<file path="src/bss_pkg.sv">
// shared types and constants for the backend server selector
`timescale 1ns / 1ps
`default_nettype none
package bss_pkg;

   localparam int REQ_W      = 3;
   localparam int SLOT_ID_W  = 3;
   localparam int USAGE_W    = 8;
   localparam int STATUS_W   = 2;
   localparam int CHOSEN_W   = 3;
   localparam int SRV_CNT_W  = 4;
   localparam int POLICY_W   = 2;

   // request codes
   localparam logic [REQ_W-1:0] REQ_ADD    = 3'd0;
   localparam logic [REQ_W-1:0] REQ_REMOVE = 3'd1;
   localparam logic [REQ_W-1:0] REQ_USAGE  = 3'd2;
   localparam logic [REQ_W-1:0] REQ_SELECT = 3'd3;
   localparam logic [REQ_W-1:0] REQ_CLOSE  = 3'd4;

   // status codes
   localparam logic [STATUS_W-1:0] ST_OK      = 2'd0;
   localparam logic [STATUS_W-1:0] ST_NONE    = 2'd1;
   localparam logic [STATUS_W-1:0] ST_FULL    = 2'd2;
   localparam logic [STATUS_W-1:0] ST_NOT_OCC = 2'd3;

   // policy codes
   localparam logic [POLICY_W-1:0] POL_ROUND_ROBIN = 2'd0;
   localparam logic [POLICY_W-1:0] POL_LEAST_CONN  = 2'd1;
   localparam logic [POLICY_W-1:0] POL_LEAST_USAGE = 2'd2;

   typedef struct packed {
      logic want_free;   // look for an empty slot instead of an occupied one
      logic is_min;      // keep the smallest value rather than the first hit
   } scan_mode_type;

   typedef struct packed {
      logic occ_we;
      logic occ_val;
      logic conn_we;
      logic usage_we;
   } tbl_ctl_type;

endpackage
`default_nettype wire

</file>
<file path="src/bss_slot_table.sv">
// per-slot state: occupied bits, connection counts and usage levels
`timescale 1ns / 1ps
`default_nettype none
module bss_slot_table
   import bss_pkg::*;
#(
   parameter int NUM_SLOTS = 8,
   parameter int CONN_W    = 11
) (
   input  wire                           clock,
   input  wire                           reset,
   input  wire tbl_ctl_type              wr_ctl,
   input  wire [$clog2(NUM_SLOTS)-1:0]   wr_addr,
   input  wire [CONN_W-1:0]              wr_conn,
   input  wire [USAGE_W-1:0]             wr_usage,
   input  wire [$clog2(NUM_SLOTS)-1:0]   rd_addr,
   output logic [CONN_W-1:0]             rd_conn,
   output logic [USAGE_W-1:0]            rd_usage,
   output logic [NUM_SLOTS-1:0]          occ_vec
);

   logic [NUM_SLOTS-1:0] occ_ff;
   logic [CONN_W-1:0]    conn_ff  [NUM_SLOTS];
   logic [USAGE_W-1:0]   usage_ff [NUM_SLOTS];

   always_ff @(posedge clock) begin
      if (reset) begin
         occ_ff <= '0;
         for (int i = 0; i < NUM_SLOTS; i++) begin
            conn_ff[i]  <= '0;
            usage_ff[i] <= '0;
         end
      end else begin
         if (wr_ctl.occ_we) begin
            occ_ff[wr_addr] <= wr_ctl.occ_val;
         end
         if (wr_ctl.conn_we) begin
            conn_ff[wr_addr] <= wr_conn;
         end
         if (wr_ctl.usage_we) begin
            usage_ff[wr_addr] <= wr_usage;
         end
      end
   end

   assign rd_conn  = conn_ff[rd_addr];
   assign rd_usage = usage_ff[rd_addr];
   assign occ_vec  = occ_ff;

endmodule
`default_nettype wire

</file>
<file path="src/bss_scan_unit.sv">
// shared compare unit that walks the slots one per cycle
`timescale 1ns / 1ps
`default_nettype none
module bss_scan_unit
   import bss_pkg::*;
#(
   parameter int NUM_SLOTS = 8,
   parameter int VAL_W     = 11
) (
   input  wire                                clock,
   input  wire                                reset,
   input  wire                                clear,
   input  wire scan_mode_type                 clear_mode,
   input  wire [$clog2(NUM_SLOTS)-1:0]        clear_start,
   input  wire                                step,
   input  wire                                occ_bit,
   input  wire [VAL_W-1:0]                    val,
   output logic [$clog2(NUM_SLOTS)-1:0]       idx,
   output logic                               last,
   output logic                               found,
   output logic [$clog2(NUM_SLOTS)-1:0]       best_idx,
   output logic [$clog2(NUM_SLOTS+1)-1:0]     occ_count
);

   localparam int IW   = $clog2(NUM_SLOTS);
   localparam int CNTW = $clog2(NUM_SLOTS + 1);

   scan_mode_type   mode_ff, mode_in;
   logic [IW-1:0]   start_ff, start_in;
   logic [IW-1:0]   k_ff, k_in;
   logic            found_ff, found_in;
   logic [IW-1:0]   best_ff, best_in;
   logic [VAL_W-1:0] best_val_ff, best_val_in;
   logic [CNTW-1:0] count_ff, count_in;
   logic [IW:0]     sum;
   logic            cand;
   logic            take;

   always_comb begin
      // wrap of start plus offset, both below the slot count
      sum  = {1'b0, start_ff} + {1'b0, k_ff};
      idx  = (sum >= (IW+1)'(NUM_SLOTS)) ? IW'(sum - (IW+1)'(NUM_SLOTS)) : IW'(sum);
      last = (k_ff == IW'(NUM_SLOTS - 1));
      cand = mode_ff.want_free ? !occ_bit : occ_bit;
      take = cand && (!found_ff || (mode_ff.is_min && (val < best_val_ff)));

      mode_in     = mode_ff;
      start_in    = start_ff;
      k_in        = k_ff;
      found_in    = found_ff;
      best_in     = best_ff;
      best_val_in = best_val_ff;
      count_in    = count_ff;
      if (clear) begin
         mode_in  = clear_mode;
         start_in = clear_start;
         k_in     = '0;
         found_in = 1'b0;
         count_in = '0;
      end else if (step) begin
         k_in     = k_ff + IW'(1);
         count_in = count_ff + CNTW'(occ_bit);
         if (take) begin
            found_in    = 1'b1;
            best_in     = idx;
            best_val_in = val;
         end
      end
   end

   always_ff @(posedge clock) begin
      if (reset) begin
         k_ff     <= '0;
         found_ff <= 1'b0;
         count_ff <= '0;
         mode_ff  <= '0;
         start_ff <= '0;
      end else begin
         k_ff     <= k_in;
         found_ff <= found_in;
         count_ff <= count_in;
         mode_ff  <= mode_in;
         start_ff <= start_in;
      end
   end

   always_ff @(posedge clock) begin
      best_ff     <= best_in;
      best_val_ff <= best_val_in;
   end

   assign found     = found_ff;
   assign best_idx  = best_ff;
   assign occ_count = count_ff;

endmodule
`default_nettype wire

</file>
<file path="src/backend_server_selector_core.sv">
// top level of the backend server selector: sequencer, policy register, result register
//
// usage:
//   req_* carries one event item (add, remove, usage report, select, close).
//   an item is taken when req_valid is high and req_stall is low.
//   rsp_* returns exactly one result item per event: chosen slot, status and
//   the number of occupied slots after the event.
//   csr_policy is written through csr_valid/csr_ready while the block is idle
//   and no item is offered:
//   0 round robin, 1 least connections, 2 least usage, 3 acts as round robin.
// sequence:
//   after an item is taken, one shared compare unit walks all NUM_SLOTS slots,
//   one slot per cycle, then the update state writes the slot table and loads the
//   result register, which raises rsp_valid. the next item can be taken the
//   cycle after the result is taken.
// reset: synchronous, clears the slot table, round robin pointer and policy.
// a stalled result holds in the output register; req_stall stays high until
// that result has been taken.
`timescale 1ns / 1ps
`default_nettype none
module backend_server_selector_core
   import bss_pkg::*;
#(
   parameter int NUM_SLOTS = 8,
   parameter int MAX_CONN  = 1024
) (
   input  wire                      clock,
   input  wire                      reset,
   input  wire                      req_valid,
   output logic                     req_stall,
   input  wire [REQ_W-1:0]          req_type,
   input  wire [SLOT_ID_W-1:0]      req_slot_id,
   input  wire [USAGE_W-1:0]        req_usage_value,
   output logic                     rsp_valid,
   input  wire                      rsp_stall,
   output logic [CHOSEN_W-1:0]      rsp_chosen_slot,
   output logic [STATUS_W-1:0]      rsp_status,
   output logic [SRV_CNT_W-1:0]     rsp_server_count,
   input  wire                      csr_valid,
   output logic                     csr_ready,
   input  wire [POLICY_W-1:0]       csr_policy
);

   localparam int IW     = $clog2(NUM_SLOTS);
   localparam int CNTW   = $clog2(NUM_SLOTS + 1);
   localparam int CONN_W = $clog2(MAX_CONN + 1);
   localparam int VAL_W  = (CONN_W > USAGE_W) ? CONN_W : USAGE_W;

   typedef enum logic [3:0] {
      S_IDLE   = 4'b0001,
      S_SCAN   = 4'b0010,
      S_UPDATE = 4'b0100,
      S_RESP   = 4'b1000
   } state_type;

   state_type              state_ff, state_in;
   logic [POLICY_W-1:0]    policy_ff, policy_in;
   logic [IW-1:0]          rr_ptr_ff, rr_ptr_in;
   logic                   rr_valid_ff, rr_valid_in;
   logic [REQ_W-1:0]       req_type_ff, req_type_in;
   logic [SLOT_ID_W-1:0]   slot_ff, slot_in;
   logic [USAGE_W-1:0]     usage_ff, usage_in;
   logic                   rsp_valid_ff, rsp_valid_in;
   logic [CHOSEN_W-1:0]    rsp_chosen_ff, rsp_chosen_in;
   logic [STATUS_W-1:0]    rsp_status_ff, rsp_status_in;
   logic [SRV_CNT_W-1:0]   rsp_count_ff, rsp_count_in;

   logic                   accept;
   logic                   policy_min;
   scan_mode_type          scan_mode;
   logic [IW-1:0]          scan_start;
   logic [IW-1:0]          scan_idx;
   logic                   scan_last;
   logic                   scan_found;
   logic [IW-1:0]          scan_best;
   logic [CNTW-1:0]        scan_count;
   logic [VAL_W-1:0]       scan_val;

   tbl_ctl_type            tbl_ctl;
   logic [IW-1:0]          wr_addr;
   logic [CONN_W-1:0]      wr_conn;
   logic [USAGE_W-1:0]     wr_usage;
   logic [IW-1:0]          rd_addr;
   logic [CONN_W-1:0]      rd_conn;
   logic [USAGE_W-1:0]     rd_usage;
   logic [NUM_SLOTS-1:0]   occ_vec;

   logic [IW-1:0]          slot_idx;
   logic                   target_ok;
   logic [CNTW-1:0]        cnt_next;
   logic [CHOSEN_W-1:0]    chosen;
   logic [STATUS_W-1:0]    status;
   logic                   rr_set;

   assign accept     = (state_ff == S_IDLE) && req_valid;
   assign req_stall  = (state_ff != S_IDLE);
   // policy never changes on the edge that takes an item
   assign csr_ready  = (state_ff == S_IDLE) && !req_valid;
   assign policy_min = (policy_ff == POL_LEAST_CONN) || (policy_ff == POL_LEAST_USAGE);

   // scan setup for the incoming item
   always_comb begin
      scan_mode.want_free = (req_type == REQ_ADD);
      scan_mode.is_min    = (req_type == REQ_SELECT) && policy_min;
      scan_start          = '0;
      if ((req_type == REQ_SELECT) && !policy_min && rr_valid_ff) begin
         scan_start = (rr_ptr_ff == IW'(NUM_SLOTS - 1)) ? '0 : rr_ptr_ff + IW'(1);
      end
   end

   assign scan_val = (policy_ff == POL_LEAST_CONN) ? VAL_W'(rd_conn) : VAL_W'(rd_usage);

   bss_scan_unit #(
      .NUM_SLOTS (NUM_SLOTS),
      .VAL_W     (VAL_W)
   ) u_scan (
      .clock       (clock),
      .reset       (reset),
      .clear       (accept),
      .clear_mode  (scan_mode),
      .clear_start (scan_start),
      .step        (state_ff == S_SCAN),
      .occ_bit     (occ_vec[scan_idx]),
      .val         (scan_val),
      .idx         (scan_idx),
      .last        (scan_last),
      .found       (scan_found),
      .best_idx    (scan_best),
      .occ_count   (scan_count)
   );

   bss_slot_table #(
      .NUM_SLOTS (NUM_SLOTS),
      .CONN_W    (CONN_W)
   ) u_table (
      .clock    (clock),
      .reset    (reset),
      .wr_ctl   (tbl_ctl),
      .wr_addr  (wr_addr),
      .wr_conn  (wr_conn),
      .wr_usage (wr_usage),
      .rd_addr  (rd_addr),
      .rd_conn  (rd_conn),
      .rd_usage (rd_usage),
      .occ_vec  (occ_vec)
   );

   assign slot_idx  = IW'(slot_ff);
   assign target_ok = (32'(slot_ff) < NUM_SLOTS) && occ_vec[slot_idx];

   // read address: scan walk, then the slot the update works on
   always_comb begin
      if (state_ff == S_SCAN) begin
         rd_addr = scan_idx;
      end else if ((req_type_ff == REQ_ADD) || (req_type_ff == REQ_SELECT)) begin
         rd_addr = scan_best;
      end else begin
         rd_addr = slot_idx;
      end
   end

   // event update, applied to the table only in the update cycle
   always_comb begin
      tbl_ctl  = '0;
      wr_addr  = slot_idx;
      wr_conn  = '0;
      wr_usage = '0;
      chosen   = slot_ff;
      status   = ST_OK;
      cnt_next = scan_count;
      rr_set   = 1'b0;
      case (req_type_ff)
         REQ_ADD: begin
            if (scan_found) begin
               tbl_ctl.occ_we  = 1'b1;
               tbl_ctl.occ_val = 1'b1;
               tbl_ctl.conn_we = 1'b1;
               wr_addr         = scan_best;
               chosen          = CHOSEN_W'(scan_best);
               cnt_next        = scan_count + CNTW'(1);
            end else begin
               status = ST_FULL;
               chosen = '0;
            end
         end
         REQ_REMOVE: begin
            if (target_ok) begin
               tbl_ctl.occ_we   = 1'b1;
               tbl_ctl.conn_we  = 1'b1;
               tbl_ctl.usage_we = 1'b1;
               cnt_next         = scan_count - CNTW'(1);
            end else begin
               status = ST_NOT_OCC;
            end
         end
         REQ_USAGE: begin
            if (target_ok) begin
               tbl_ctl.usage_we = 1'b1;
               wr_usage         = usage_ff;
            end else begin
               status = ST_NOT_OCC;
            end
         end
         REQ_SELECT: begin
            if (scan_found) begin
               tbl_ctl.conn_we = 1'b1;
               wr_addr         = scan_best;
               // saturate at the connection limit
               wr_conn = (32'(rd_conn) < MAX_CONN) ? rd_conn + CONN_W'(1) : rd_conn;
               chosen  = CHOSEN_W'(scan_best);
               rr_set  = !policy_min;
            end else begin
               status = ST_NONE;
               chosen = '0;
            end
         end
         REQ_CLOSE: begin
            if (target_ok) begin
               tbl_ctl.conn_we = 1'b1;
               wr_conn = (rd_conn != '0) ? rd_conn - CONN_W'(1) : rd_conn;
            end else begin
               status = ST_NOT_OCC;
            end
         end
         default: begin
         end
      endcase
      if (state_ff != S_UPDATE) begin
         tbl_ctl = '0;
      end
   end

   // sequencer
   always_comb begin
      state_in      = state_ff;
      policy_in     = policy_ff;
      rr_ptr_in     = rr_ptr_ff;
      rr_valid_in   = rr_valid_ff;
      req_type_in   = req_type_ff;
      slot_in       = slot_ff;
      usage_in      = usage_ff;
      rsp_valid_in  = rsp_valid_ff;
      rsp_chosen_in = rsp_chosen_ff;
      rsp_status_in = rsp_status_ff;
      rsp_count_in  = rsp_count_ff;
      if (csr_valid && csr_ready) begin
         policy_in = csr_policy;
      end
      case (state_ff)
         S_IDLE: begin
            if (req_valid) begin
               req_type_in = req_type;
               slot_in     = req_slot_id;
               usage_in    = req_usage_value;
               state_in    = S_SCAN;
            end
         end
         S_SCAN: begin
            if (scan_last) begin
               state_in = S_UPDATE;
            end
         end
         S_UPDATE: begin
            rsp_valid_in  = 1'b1;
            rsp_chosen_in = chosen;
            rsp_status_in = status;
            rsp_count_in  = SRV_CNT_W'(cnt_next);
            if (rr_set) begin
               rr_ptr_in   = scan_best;
               rr_valid_in = 1'b1;
            end
            state_in = S_RESP;
         end
         S_RESP: begin
            if (!rsp_stall) begin
               rsp_valid_in = 1'b0;
               state_in     = S_IDLE;
            end
         end
         default: begin
            rsp_valid_in = 1'b0;
            state_in     = S_IDLE;
         end
      endcase
   end

   always_ff @(posedge clock) begin
      if (reset) begin
         state_ff     <= S_IDLE;
         policy_ff    <= POL_ROUND_ROBIN;
         rr_ptr_ff    <= '0;
         rr_valid_ff  <= 1'b0;
         rsp_valid_ff <= 1'b0;
      end else begin
         state_ff     <= state_in;
         policy_ff    <= policy_in;
         rr_ptr_ff    <= rr_ptr_in;
         rr_valid_ff  <= rr_valid_in;
         rsp_valid_ff <= rsp_valid_in;
      end
   end

   always_ff @(posedge clock) begin
      req_type_ff   <= req_type_in;
      slot_ff       <= slot_in;
      usage_ff      <= usage_in;
      rsp_chosen_ff <= rsp_chosen_in;
      rsp_status_ff <= rsp_status_in;
      rsp_count_ff  <= rsp_count_in;
   end

   assign rsp_valid        = rsp_valid_ff;
   assign rsp_chosen_slot  = rsp_chosen_ff;
   assign rsp_status       = rsp_status_ff;
   assign rsp_server_count = rsp_count_ff;

endmodule
`default_nettype wire
</file>
<file path="config.mk">
export PLATFORM = sky130hd
export DESIGN_NAME = backend_server_selector_core
export DESIGN_NICKNAME = d
export VERILOG_FILES = /design/src/bss_pkg.sv /design/src/bss_slot_table.sv /design/src/bss_scan_unit.sv /design/src/backend_server_selector_core.sv
export SDC_FILE = /design/constraint.sdc
export NUM_CORES = 1
export LEC_CHECK = 0
export BUFFER_PORTS_ARGS = -buffer_cell sky130_fd_sc_hd__buf_4
export CAP_MARGIN = 0
export CORE_MARGIN = 10
export CORE_UTILIZATION = 30
export DETAILED_ROUTE_END_ITERATION = 7
export HOLD_SLACK_MARGIN = 0.15
export RECOVER_POWER = 50
export SLEW_MARGIN = 10
export SYNTH_ARGS = -nofsm -noshare
export SYNTH_HDL_FRONTEND = slang
export SYNTH_SLANG_ARGS = --single-unit
</file>
<file path="constraint.sdc">
create_clock -name clock -period 4.75 [get_ports clock]
set_input_delay 0.95 -clock clock [delete_from_list [all_inputs] [get_ports clock]]
set_output_delay 0.95 -clock clock [all_outputs]
set_load 0.005 [all_outputs]
</file>
; Word level (Yosys, flattened, before mapping)
; Memories as Yosys holds them, arrays and structs flattened.
; Index checks and enable logic that the tools add are counted.
[word_totals]
ramBits = 152
register_bits = 69
n_memories = 2
word_cells = 152
[mem_list]
columns = name, depth, word_bits, rd, rd_ports_with_merged_regs, wr, line_no
row1 = u_table.conn_ff, 8, 11, 1, 0, 8, bss_slot_table.sv:23  ; logic [CONN_W-1:0] conn_ff [NUM_SLOTS];
row2 = u_table.usage_ff, 8, 8, 1, 0, 8, bss_slot_table.sv:24  ; logic [USAGE_W-1:0] usage_ff [NUM_SLOTS];
[classes]
add_sub_neg = 9
n_lt_le_gt_ge = 7
n_eq_ne = 18
bitwise = 2
mux = 63
n_reduce_logical = 31
[op_table]
columns = op, count
row1 = $mux W11, 6
row2 = $mux W3, 12
row3 = $mux W4, 6
row4 = $mux W8, 3
row5 = $pmux W11 S2, 1
row6 = $mux W1, 21
row7 = $pmux W4 S4, 1
row8 = $lt A3 B4 Y1 const B, 3
row9 = $add A11 B1 Y11 const B, 1
row10 = $lt A11 B11 Y1, 1
row11 = $lt A11 B11 Y1 const B, 1
row12 = $reduce_bool A11 Y1, 1
row13 = $reduce_or A11 Y1, 1
row14 = $sub A11 B1 Y11 const B, 1
row15 = $eq A3 B2 Y1 const B, 3
row16 = $eq A3 B3 Y1 const B, 3
row17 = $logic_and A1 B1 Y1, 9
row18 = $bwmux W8, 1
row19 = $pmux W4 S2, 1
row20 = $reduce_and A2 Y1, 4
row21 = $reduce_or A8 Y1, 1
row22 = $add A3 B1 Y3 const B, 2
row23 = $bmux W1 S3, 2
row24 = $logic_not A3 Y1, 2
row25 = other kinds (29), 43

; Depth between registers and ports, before layout
; Gate-level depths: netlist of run 1.
; An unclocked memory read counts as a cell.
[logic_depth]
depth_word = 11
depth_mapped = 25

; Modules after synthesis
; Synthesis of run 1 repeated with hierarchy kept, for this count alone.
[unflattened]
cells_unflattened = 868
hier_area_um2 = 11289.6
[modules_own_cells]
columns = mod, area_per_inst_um2, instances, cells_per_inst, seq_area_each_um2
row1 = bss_slot_table, 7394.6, 1, 462, 4724.5
row2 = backend_server_selector_core, 2607.5, 1, 295, 910.9
row3 = bss_scan_unit, 1287.5, 1, 111, 680.7

; Worst setup path after synthesis of run 1
; OpenSTA, ideal clock, no wires.
[synth_timing]
path_kind = reg2reg
from = register u_scan.k_ff[0]
to = register u_scan.best_ff[0] (netlist: u_scan.best_idx[0]), enable pin
period_less_slack_ns = 5.051
path_stages_with_launch = 25
slack_ns = -0.301
arrival_ns = 4.686
path_buffers = 5
t_required_ns = 4.385
cell_sequence = dfxtp_1 -> ha_1 -> clkbuf_1 -> inv_1 -> nand2_2 -> a21boi_4 -> buf_4 -> buf_2 -> buf_1 -> buf_1 -> nand2_1 -> a311oi_1 -> a311oi_1 -> a21oi_1 -> ha_1 -> a21o_1 -> a21o_1 -> a21o_1 -> a21o_1 -> a21oi_1 -> nor2b_1 -> o21ai_0 -> nand3b_1 -> nand2_1 -> and4_1
[synth_between]
elab_chain_cells = 11
word_cells_on_any_way = 17
cone_classes = add/sub: 2 / order compare: 2 / mux: 6 / reduce/logical: 5 / memory: 2
[synth_rtl]
columns = element, line_no
row1 = from (decl), bss_scan_unit.sv:30  ; logic [IW-1:0] k_ff, k_in;
row2 = from (signal assigned), bss_scan_unit.sv:79  ; k_ff <= k_in;
row3 = $add A3 B3 Y4 *, bss_scan_unit.sv:41  ; sum = {1'b0, start_ff} + {1'b0, k_ff};
row4 = $ge A4 B4 Y1 / $sub A3 B1 Y3 (equally long branches), bss_scan_unit.sv:42  ; idx = (sum >= (IW+1)'(NUM_SLOTS)) ? IW'(sum - (IW+1)'(NUM_SLOTS)) : IW'(sum);
row5 = $mux W3 *, bss_scan_unit.sv:42
row6 = net scan_idx[0], backend_server_selector_core.sv:72  ; logic [IW-1:0] scan_idx;
row7 = $mux W3 *, backend_server_selector_core.sv:153  ; if (state_ff == S_SCAN) begin
row8 = $mem_v2 Z8 W8 / $mem_v2 Z8 W11 (equally long branches), -
row9 = $mux W11 *, backend_server_selector_core.sv:111  ; assign scan_val = (policy_ff == POL_LEAST_CONN) ? VAL_W'(rd_conn) : VAL_W'(rd_usage);
row10 = net scan_val[4], backend_server_selector_core.sv:77  ; logic [VAL_W-1:0] scan_val;
row11 = $lt A11 B11 Y1 *, bss_scan_unit.sv:45  ; take = cand && (!found_ff || (mode_ff.is_min && (val < best_val_ff)));
row12 = $logic_and A1 B1 Y1 *, bss_scan_unit.sv:45
row13 = $logic_or A1 B1 Y1 *, bss_scan_unit.sv:45
row14 = $logic_and A1 B1 Y1 *, bss_scan_unit.sv:45
row15 = $reduce_and A3 Y1 (no line) *, -
row16 = to (signal assigned), bss_scan_unit.sv:88  ; best_ff <= best_in;
row17 = to (decl), bss_scan_unit.sv:32  ; logic [IW-1:0] best_ff, best_in;
; Mark *: on every way through the listed nets, which the timed path passes. The rest lies on a longest branch. The select of a mux whose other input is x is not followed.
; A chain may end at the register's enable or synchronous reset.

; Worst setup path after layout of run 1
[layout_timing]
from = register u_scan.k_ff[0]
to = register u_scan.best_val_ff[5], enable pin
[layout_between]
elab_chain_cells = 11
word_cells_on_any_way = 17
cone_classes = add/sub: 2 / order compare: 2 / mux: 6 / reduce/logical: 5 / memory: 2
[layout_rtl]
columns = element, line_no
row1 = $add A3 B3 Y4 *, bss_scan_unit.sv:41
row2 = $ge A4 B4 Y1 / $sub A3 B1 Y3 (equally long branches), bss_scan_unit.sv:42
row3 = $mux W3 *, bss_scan_unit.sv:42
row4 = net scan_idx[2], backend_server_selector_core.sv:72
row5 = $mux W3 *, backend_server_selector_core.sv:153
row6 = $mem_v2 Z8 W8 / $mem_v2 Z8 W11 (equally long branches), -
row7 = $mux W11 *, backend_server_selector_core.sv:111
row8 = net scan_val[4], backend_server_selector_core.sv:77
row9 = $lt A11 B11 Y1 *, bss_scan_unit.sv:45
row10 = $logic_and A1 B1 Y1 *, bss_scan_unit.sv:45
row11 = $logic_or A1 B1 Y1 *, bss_scan_unit.sv:45
row12 = $logic_and A1 B1 Y1 *, bss_scan_unit.sv:45
row13 = $reduce_and A3 Y1 (no line) *, -
row14 = to (signal assigned), bss_scan_unit.sv:89  ; best_val_ff <= best_val_in;
row15 = to (decl), bss_scan_unit.sv:33  ; logic [VAL_W-1:0] best_val_ff, best_val_in;
; Marked as above.

==> flow_metrics.tcl, run 1 <==
set metrics [dict create \
    outcome "finished clean" \
    vias 8813 \
    pin_count 33 \
    synth_top_area_cell "edfxtp_1" \
    hold_path_startpoint "rr_valid_ff$_SDFFE_PP0P_" \
    holdWs_ns 0.449 \
    start_util_pct 30.5 \
    fin_area_um2 13500 \
    antenna_cells 0 \
    synth_compound_area_share_pct 12.2 \
    die_area_um2 46600 \
    synth_edf_count 189 \
    worst_slew_pin_slew_ns 0.852 \
    fin_tns_setup_ns 0 \
    cts_inserted_buffers 26 \
    htreeDepth 1 \
    antenna_found_initial 0 \
    clock_latency_ns 0.53 \
    reg2reg_to "u_scan.best_val_ff[5]$_DFFE_PP_" \
    synth_ff_type "edfxtp_1" \
    finalSetupViolations 0 \
    setup_slack_ns 0.268 \
    synth_top_area_share_pct 49.3 \
    synth-seq-area-share_pct 54.9 \
    clk_pin_slew_ns 0.06 \
    dp_slack_ns 0.0431 \
    hold_depth 2 \
    synth_top_family_by_area "simple AND/OR/NAND/NOR gates" \
    hpwl_um 23200 \
    detail_route.iter0.violations 791 \
    mostFrequentLayoutCell "nor2_1" \
    core_area_um2 37800 \
    cp_max_fo 7 \
    layout_common_cells "206 x nor2_1, 189 x edfxtp_1, 153 x nand2_1, 59 x buf_4, 49 x a21oi_1" \
    critPathKind "register to register" \
    max_freq_mhz 223 \
    fin_skew_ns 0.0186 \
    fin_util_pct 35.8 \
    slew_headroom_pct 43.2 \
    synth-seq-cells 221 \
    reg2reg_from "u_scan.k_ff[0]$_SDFFE_PP0P_" \
    arrival_ns 4.71 \
    clock-sinks 221 \
    period_minus_slack_ns 4.48 \
    drc_errors 0 \
    synth_xor_xnor_area_share_pct 1.48 \
    hold_path_end "rr_valid_ff$_SDFFE_PP0P_" \
    drive_above_1_share_pct 15.5 \
    grt_pass1_vias 8631 \
    placedInstanceArea_um2 12600 \
    netlist_instances 1095 \
    worstSetupStartpoint "u_scan.k_ff[0]$_SDFFE_PP0P_" \
    synthMuxAreaShare_pct 4.78 \
    synthTopCellsByArea "edfxtp_1 49%, nor2_1 6.8%, dfxtp_1 5.6%, nand2_1 5.0%, ha_1 2.4%" \
    cts-root-buf "clkbuf_16" \
    r2r_cells 20 \
    fp.dieH_um 216 \
    required_ns 4.98 \
    ant_nets 0 \
    startpoint_type "register" \
    slew_viol_final 0 \
    num_rows 71 \
    hold_violations 0 \
    grt_overflow 0 \
    die_x_um 216 \
    syn-num-nets 1139 \
    grt_usage_pct 13.2 \
    portBuffers 32 \
    hold_buffers 0 \
    yosysWarnings 0 \
    rsz0062_at_grt "false" \
    async_reset_ff_share_pct 0 \
    power.leakage_nw 4.77 \
    final_nets 1215 \
    ir_worst_vdd_mv 0.257 \
    cts_tree "built" \
    r2r_slack_ns 0.27 \
    powerDensity_nw_per_um2 383 \
    synthAdderAreaFrac_pct 2.57 \
    synthesis.area_um2 11500 \
    wl_um 31700 \
    area_growth_pct 17.5 \
    synth_area_per_cell_um2 10.5 \
    max_cap_violations 0 \
    clock_path_buffers 3 \
    grt_max_degree 42 \
    synth_cell_type_count 86 \
    synthSimpleGateAreaFrac_pct 20.5 \
    post_drt_wl_per_cell_um 18.7 \
    worstSetupEndpointType "register" \
    vias_per_cell 5.18 \
    hp-class "register to register" \
    place_congestion 0.916 \
    first_pass_iters 5 \
    grt_pass1_wl_um 49400 \
    period_share_pct 94.4 \
]
worst max-delay path by stage:
stage | to | cells after the start | slack, ns
after floorplan | u_scan.best_idx[0]$_DFFE_PP_ | 24 | 0.03
after global placement | u_scan.best_val_ff[6]$_DFFE_PP_ | 18 | 0.13
after detailed placement | u_scan.best_val_ff[6]$_DFFE_PP_ | 23 | 0.04
after CTS | u_scan.best_val_ff[6]$_DFFE_PP_ | 23 | 0.02
after global routing | u_table.conn_ff[1][6]$_SDFFCE_PN0P_ | 18 | 0.006
final | u_scan.best_val_ff[5]$_DFFE_PP_ | 20 | 0.27
timing repair:
item | 4_1_cts | 5_1_grt
gates resized for setup | 0 | 16
endpoints found under the setup margin | 0 | 25
setup buffers | 0 | 5
synth_stat cells, drive strengths merged (20+ instances only):
cell type,instances
nand2b,20
inv,34
nor3,21
mux2i,26
buf,25
nor2,217
ha,22
o21ai,24
clkbuf,31
nand2,154
a21oi,50
dfxtp,32
nand3,37
edfxtp,189
layer usage:
| metal | routed length [um] | track usage, % |
|---|---|---|
| met5 | 0 | 0 |
| met4 | 885 | 4.25 |
| met3 | 2230 | 2.27 |
| met2 | 14400 | 21.0 |
| met1 | 14200 | 17.9 |
layout make-up:
class / instances / area, um^2
clock buffer: 32 / 724
clock inverter: 15 / 125
fill: 3744 / 24200
inverter: 34 / 128
multi-input combinational: 785 / 4830
sequential: 221 / 6320
tap: 511 / 639
timing repair buffer: 103 / 752
per-stage QoR:
| step | total power, mW | std cells |
|---|---|---|
| after global placement | 3.21 | 1648 |
| after global routing | 5.38 | 1701 |
| after detailed placement | 3.21 | 1648 |
| after CTS | 5.17 | 1695 |
| final | 5.17 | 1701 |
| after floorplan | 2.87 | 1095 |
power by group:
part	switching, mW	internal [mW]	leakage (nW)	total, mW
Combinational	0.619	0.383	2.18	1.00
Clock	0.776	1.18	0.421	1.96
Sequential	0.0379	2.17	2.17	2.21
worst max-delay path, cell delays in order (launching register included):
cell	delay [ns]
dfxtp_1	0.38
ha_1	0.17
inv_1	0.05
fa_1	0.37
xnor3_2	0.26
nor2_4	0.05
a31oi_4	0.27
mux4_2	0.43
mux2i_4	0.20
a21oi_1	0.12
ha_1	0.34
a21o_1	0.17
a21o_1	0.17
a21o_1	0.17
a21o_1	0.17
a21oi_1	0.15
nor2b_1	0.06
o21ai_0	0.16
nand3b_1	0.10
nand2_1	0.09
and4_4	0.30
flip-flops by register name, indices dropped and copies added, names as in the netlist, 2 cells and up:
signal              count
u_scan.occ_count        4
u_scan.best_idx         3
rsp_status              2
state_ff                4
u_scan.k_ff             3
u_table.conn_ff        88
usage_ff                8
policy_ff               2
rsp_chosen_slot         3
u_scan.mode_ff          2
rr_ptr_ff               3
u_table.occ_vec         8
u_scan.start_ff         3
req_type_ff             3
u_scan.best_val_ff     11
u_table.usage_ff       64
rsp_server_count        4
slot_ff                 3
cell families after synthesis:
logic type,after synthesis
adder cells (fa/ha/maj),23
flip-flops,221
AND/OR/NAND/NOR,518
AO/OA/AOI/OAI,187
multiplexers,39
buffers and inverters,90
XOR/XNOR,17
Note: power is estimated with default switching activity, not from simulation.
==> run 2: changes to the inputs <==
--- a/config.mk
+++ b/config.mk
@@ -9,6 +9,7 @@
 export CAP_MARGIN = 0
 export CORE_MARGIN = 10
 export CORE_UTILIZATION = 30
+export CTS_BUF_LIST = sky130_fd_sc_hd__clkbuf_4 sky130_fd_sc_hd__clkbuf_8
 export DETAILED_ROUTE_END_ITERATION = 7
 export HOLD_SLACK_MARGIN = 0.15
 export RECOVER_POWER = 50
==> run 2 against run 1 <==
  * Critical path depth is the same
  * Combinational power is essentially flat
  * Via count grew 1.8%
  * Wire length grew 1.9%
  * Global-route usage grew 0.28 points
  * Count of clock-buffer cells in the layout grew 24
  * Non-clock buffer count is the same
  * Highest routed layer unchanged
  * Core utilization shrank 0.23 points
  * Cell area shrank 0.65%
==> flow_metrics.tcl, run 2 (synthesized netlist as in run 1, its figures left out) <==
set metrics [dict create \
    mostFrequentLayoutCell "nor2_1" \
    cts-root-buf "clkbuf_8" \
    r2r_slack_ns 0.28 \
    start_util_pct 30.5 \
    vias 8968 \
    antenna_cells 0 \
    clock_latency_ns 0.54 \
    period_minus_slack_ns 4.47 \
    fin_skew_ns 0.0168 \
    slowest_delay_ns 0.43 \
    grt_pass1_wl_um 50300 \
    fin_area_um2 13400 \
    cts_tree "built" \
    instances_no_fill 1722 \
    grt_pass1_vias 8792 \
    grt_max_degree 42 \
    fp.dieH_um 216 \
    total_power_mw 4.94 \
    cts_inserted_buffers 40 \
    worst_slew_pin_slew_ns 0.892 \
    hold_depth 2 \
    ant_nets 0 \
    placedInstanceArea_um2 12600 \
    slew_viol_final 0 \
    crit_chain "ha_1 > inv_1 > fa_1 > xnor3_1 > nor2_4 > a31oi_4 > mux4_2 > mux2i_4 > a21oi_1 > ha_1 > a21o_1 > a21o_1 > a21o_1 > a21o_1 > a21oi_1 > nor2b_1 > o21ai_0 > nand3b_1 > nand2_1 > and4_4" \
    top_regs "u_table.conn_ff x88, u_table.usage_ff x64, u_scan.best_val_ff x11" \
    core_area_um2 37800 \
    htreeDepth 2 \
    worstSetupEndpointType "register" \
    outcome "finished clean" \
    portBuffers 32 \
    area_growth_pct 16.8 \
    clock_path_buffers 3 \
    final_nets 1229 \
    grt_usage_pct 13.5 \
    hold_buffers 0 \
    dp_slack_ns 0.0431 \
    clock-sinks 221 \
    r2r_cells 20 \
    required_ns 4.99 \
    rsz0062_at_grt "false" \
    drive_above_1_share_pct 17.0 \
    reg2reg_from "u_scan.k_ff[0]$_SDFFE_PP0P_" \
    slew_headroom_pct 40.5 \
    detail_route.iter0.violations 923 \
    drc_errors 0 \
    fillers 3785 \
    largest_register_ffs 88 \
    worstSetupStartpoint "u_scan.k_ff[0]$_SDFFE_PP0P_" \
    hold_violations 0 \
    hold_path_end "rr_valid_ff$_SDFFE_PP0P_" \
    vias_per_cell 5.21 \
    pin_count 33 \
    period_share_pct 94.1 \
    post_drt_wl_per_cell_um 18.8 \
    hp-class "register to register" \
    holdWs_ns 0.464 \
    layout_common_cells "206 x nor2_1, 189 x edfxtp_1, 153 x nand2_1, 60 x buf_4, 49 x a21oi_1" \
    cp_max_fo 7 \
    arrival_ns 4.71 \
    setup_slack_ns 0.279 \
    power.leakage_nw 4.76 \
    grt_overflow 0 \
    dp_cells 1648 \
    antenna_found_initial 0 \
    cp_slowest_cell "mux4_2" \
    clk_pin_slew_ns 0.06 \
    reg2reg_to "u_scan.best_val_ff[9]$_DFFE_PP_" \
    place_congestion 0.916 \
    fin_util_pct 35.6 \
    powerDensity_nw_per_um2 368 \
    max_cap_violations 0 \
    fin_tns_setup_ns 0 \
    startpoint_type "register" \
    wl_um 32300 \
    critPathKind "register to register" \
    hpwl_um 23200 \
    hold_path_startpoint "rr_valid_ff$_SDFFE_PP0P_" \
    crit_top_cell "a21o_1" \
    die_area_um2 46600 \
    num_rows 71 \
    die_x_um 216 \
    first_pass_iters 5 \
    finalSetupViolations 0 \
    max_freq_mhz 224 \
    ir_worst_vdd_mv 0.204 \
    regMostFlops "u_table.conn_ff" \
]
[run 2: cell types whose count changed in the layout (fill, tap and decap cells not counted), sizes merged]
cell and delta:
clkbuf +23, bufinv -2, buf +1, clkinv -1
[run 2: how the worst max path moves through the flow]
stage                                                 end  slack [ns]  cells after the start
after floorplan              u_scan.best_idx[0]$_DFFE_PP_        0.03                     24
after global placement    u_scan.best_val_ff[6]$_DFFE_PP_        0.13                     18
after detailed placement  u_scan.best_val_ff[6]$_DFFE_PP_        0.04                     23
after CTS                 u_scan.best_val_ff[8]$_DFFE_PP_        0.03                     23
after global routing      u_scan.best_val_ff[8]$_DFFE_PP_       0.008                     20
final                     u_scan.best_val_ff[9]$_DFFE_PP_        0.28                     20
[run 2: report_power, final]
part           internal [mW]  switching, mW  total [mW]
Sequential              2.17         0.0383        2.21
Combinational          0.388          0.622        1.01
Clock                  0.924          0.795        1.72
[run 2: what timing repair did]
item                       4_1_cts  5_1_grt
gates resized for setup          0       22
setup endpoints to repair        0       25
buffers inserted                 0        5
[run 2: layer usage]
metal | vias to the layer above | track usage (%) | routed length [um]
met5 | - | 0 | 0
met4 | 0 | 4.81 | 992
met3 | 79 | 2.67 | 2110
met2 | 343 | 21.5 | 14800
met1 | 4370 | 17.9 | 14400
li1 | 4176 | - | -
[run 2: final cells by class]
type | count | area (um^2) | share of cell area [%]
Multi-Input combinational cell | 785 | 4840 | 36.0
Timing Repair Buffer | 103 | 764 | 5.69
Sequential cell | 221 | 6320 | 47.0
Clock inverter | 12 | 57.6 | 0.429
Clock buffer | 56 | 683 | 5.09
Tap cell | 511 | 639 | 4.76
Inverter | 34 | 128 | 0.950
[run 2: worst max-delay path, delay by kind of cell, from the launching register on]
family	cells	cell delay, ns
DFF	1	0.35
AOI/OAI and AO/OA	8	1.39
xor gates and xnor gates	1	0.29
and+or+nand+nor	5	0.60
muxes	2	0.63
buffers and inverters	1	0.05
adders and majority gates	3	0.85
==> run 3: changes to the inputs <==
--- a/config.mk
+++ b/config.mk
@@ -10,9 +10,10 @@
 export CORE_MARGIN = 10
 export CORE_UTILIZATION = 30
 export CTS_BUF_LIST = sky130_fd_sc_hd__clkbuf_4 sky130_fd_sc_hd__clkbuf_8
+export CTS_CLUSTER_DIAMETER = 40
 export DETAILED_ROUTE_END_ITERATION = 7
 export HOLD_SLACK_MARGIN = 0.15
-export RECOVER_POWER = 50
+export RECOVER_POWER = 100
 export SLEW_MARGIN = 10
 export SYNTH_ARGS = -nofsm -noshare
 export SYNTH_HDL_FRONTEND = slang
==> run 3 against run 2 <==
  * Worst setup slack worse by 0.018 ns
  * Count of clock-buffer cells in the layout grew 3
  * Die area stayed put
  * Final cell count increased by 0.41%
  * Fmax down 0.40%
  * Global-route usage up 0.060 points
  * Via count shrank 0.26%
  * Sequential power is essentially flat
  * Cell area grew 0.42%
  * Wire length is 0.22% lower
  * Clock skew up 0.015 ns
  * Clock power increased by 13%
  * Critical endpoint is now u_scan.best_val_ff[5]$_DFFE_PP_
  * Highest routed layer unchanged
==> flow_metrics.tcl, run 3 (synthesized netlist as in run 1, its figures left out) <==
set metrics [dict create \
    cp_slowest_cell "or4b_4" \
    area_growth_pct 17.2 \
    critPathKind "register to register" \
    grt_pass1_wl_um 50300 \
    fin_tns_setup_ns 0 \
    ant_nets 0 \
    hpwl_um 23200 \
    grt_pass1_vias 8762 \
    fin_area_um2 13500 \
    drc_errors 0 \
    worstSetupStartpoint "state_ff[3]$_SDFFE_PP0P_" \
    dp_slack_ns 0.0431 \
    hold_violations 0 \
    clock_path_buffers 3 \
    drive_above_1_share_pct 17.0 \
    grt_overflow 0 \
    slew_viol_final 0 \
    reg2reg_to "u_scan.best_val_ff[5]$_DFFE_PP_" \
    cts_inserted_buffers 43 \
    die_area_um2 46600 \
    place_congestion 0.916 \
    start_util_pct 30.5 \
    antenna_cells 0 \
    worstSetupEndpointType "register" \
    clk_pin_slew_ns 0.06 \
    layout_common_cells "206 x nor2_1, 189 x edfxtp_1, 154 x nand2_1, 51 x buf_4, 49 x a21oi_1" \
    crit_top_cell "a21o_1" \
    max_cap_violations 0 \
    core_area_um2 37800 \
    mostFrequentLayoutCell "nor2_1" \
    die_x_um 216 \
    cp_max_fo 10 \
    antenna_found_initial 0 \
    hold_path_startpoint "rr_valid_ff$_SDFFE_PP0P_" \
    total_power_mw 5.14 \
    reg2reg_from "state_ff[3]$_SDFFE_PP0P_" \
    fillers 3773 \
    r2r_cells 18 \
    ir_worst_vdd_mv 0.193 \
    htreeDepth 2 \
    pin_count 33 \
    portBuffers 32 \
    worst_slew_pin_slew_ns 0.868 \
    outcome "finished clean" \
    r2r_slack_ns 0.26 \
    fin_util_pct 35.7 \
    top_regs "u_table.conn_ff x88, u_table.usage_ff x64, u_scan.best_val_ff x11" \
    power.leakage_nw 4.80 \
    post_drt_wl_per_cell_um 18.7 \
    wl_um 32300 \
    largest_register_ffs 88 \
    startpoint_type "register" \
    period_minus_slack_ns 4.49 \
    vias 8945 \
    slew_headroom_pct 42.1 \
    fp.dieH_um 216 \
    num_rows 71 \
    regMostFlops "u_table.conn_ff" \
    cts-root-buf "clkbuf_8" \
    rsz0062_at_grt "false" \
    fin_skew_ns 0.0319 \
    multi_input_area_um2 4800 \
    vias_per_cell 5.17 \
    crit_chain "or4b_4 > o211ai_1 > nand3_1 > buf_4 > buf_4 > a311oi_1 > a311oi_1 > a21oi_1 > ha_1 > a21o_1 > a21o_1 > a21o_1 > a21oi_1 > nor2b_1 > o21ai_0 > nand3b_1 > nand2_1 > and4_4" \
    powerDensity_nw_per_um2 381 \
    placedInstanceArea_um2 12600 \
    setup_slack_ns 0.261 \
    regArea_um2 6320 \
    required_ns 5.00 \
    clock_latency_ns 0.57 \
    arrival_ns 4.74 \
    slowest_delay_ns 0.65 \
    max_freq_mhz 223 \
    hp-class "register to register" \
    crit_end "u_scan.best_val_ff[5]$_DFFE_PP_" \
    final_nets 1232 \
    clock-sinks 221 \
    finalSetupViolations 0 \
    grt_max_degree 42 \
    cts_tree "built" \
    grt_usage_pct 13.6 \
    first_pass_iters 5 \
    period_share_pct 94.5 \
    detail_route.iter0.violations 957 \
    hold_buffers 0 \
]
run 3: how the worst min path moves through the flow:
| stage | cells after the start | to |
|---|---|---|
| after floorplan | 2 | rr_valid_ff$_SDFFE_PP0P_ |
| after global placement | 2 | rr_valid_ff$_SDFFE_PP0P_ |
| after detailed placement | 2 | rr_valid_ff$_SDFFE_PP0P_ |
| after CTS | 2 | rr_valid_ff$_SDFFE_PP0P_ |
| after global routing | 2 | rr_valid_ff$_SDFFE_PP0P_ |
| final | 2 | rr_valid_ff$_SDFFE_PP0P_ |
run 3: cell type report:
cell class	instances	area share (%)
clock inverters	16	1.05
multi-input cells	785	35.6
repair buffers	103	5.46
flip-flops and latches	221	46.8
inverters	34	0.946
well taps	511	4.74
clock buffers	59	5.37
run 3: stage by stage:
step                cells  hold WS, ns
floorplan            1095        0.426
global placement     1648        0.434
detailed placement   1648        0.442
CTS                  1723        0.451
global route         1729        0.483
finish               1729        0.451
run 3: per-layer routing:
layer  vias up  routed length [um]  global-route usage (%)
met5         -                   0                       0
met4         0                 935                    5.05
met3        75                2370                    3.23
met2       343               14700                    21.4
met1      4343               14300                    17.8
li1       4184                   -                       -
run 3: report_power, final:
group | switching [mW] | internal (mW)
combinational | 0.615 | 0.377
sequential | 0.0383 | 2.17
clock | 0.835 | 1.10
run 3: timing repair:
action,CTS,global route
hold endpoints to repair,0,0
buffers inserted,0,5
gates resized for setup,0,18
setup endpoints to repair,0,33
run 3: worst max-delay path, delay by kind of cell (launching register included):
kind	cells	cell delay, ns
and+or+nand+nor	6	1.53
adders and majority gates	1	0.28
AOI/OAI and AO/OA	9	1.54
DFF	1	0.35
buffers and inverters	2	0.47
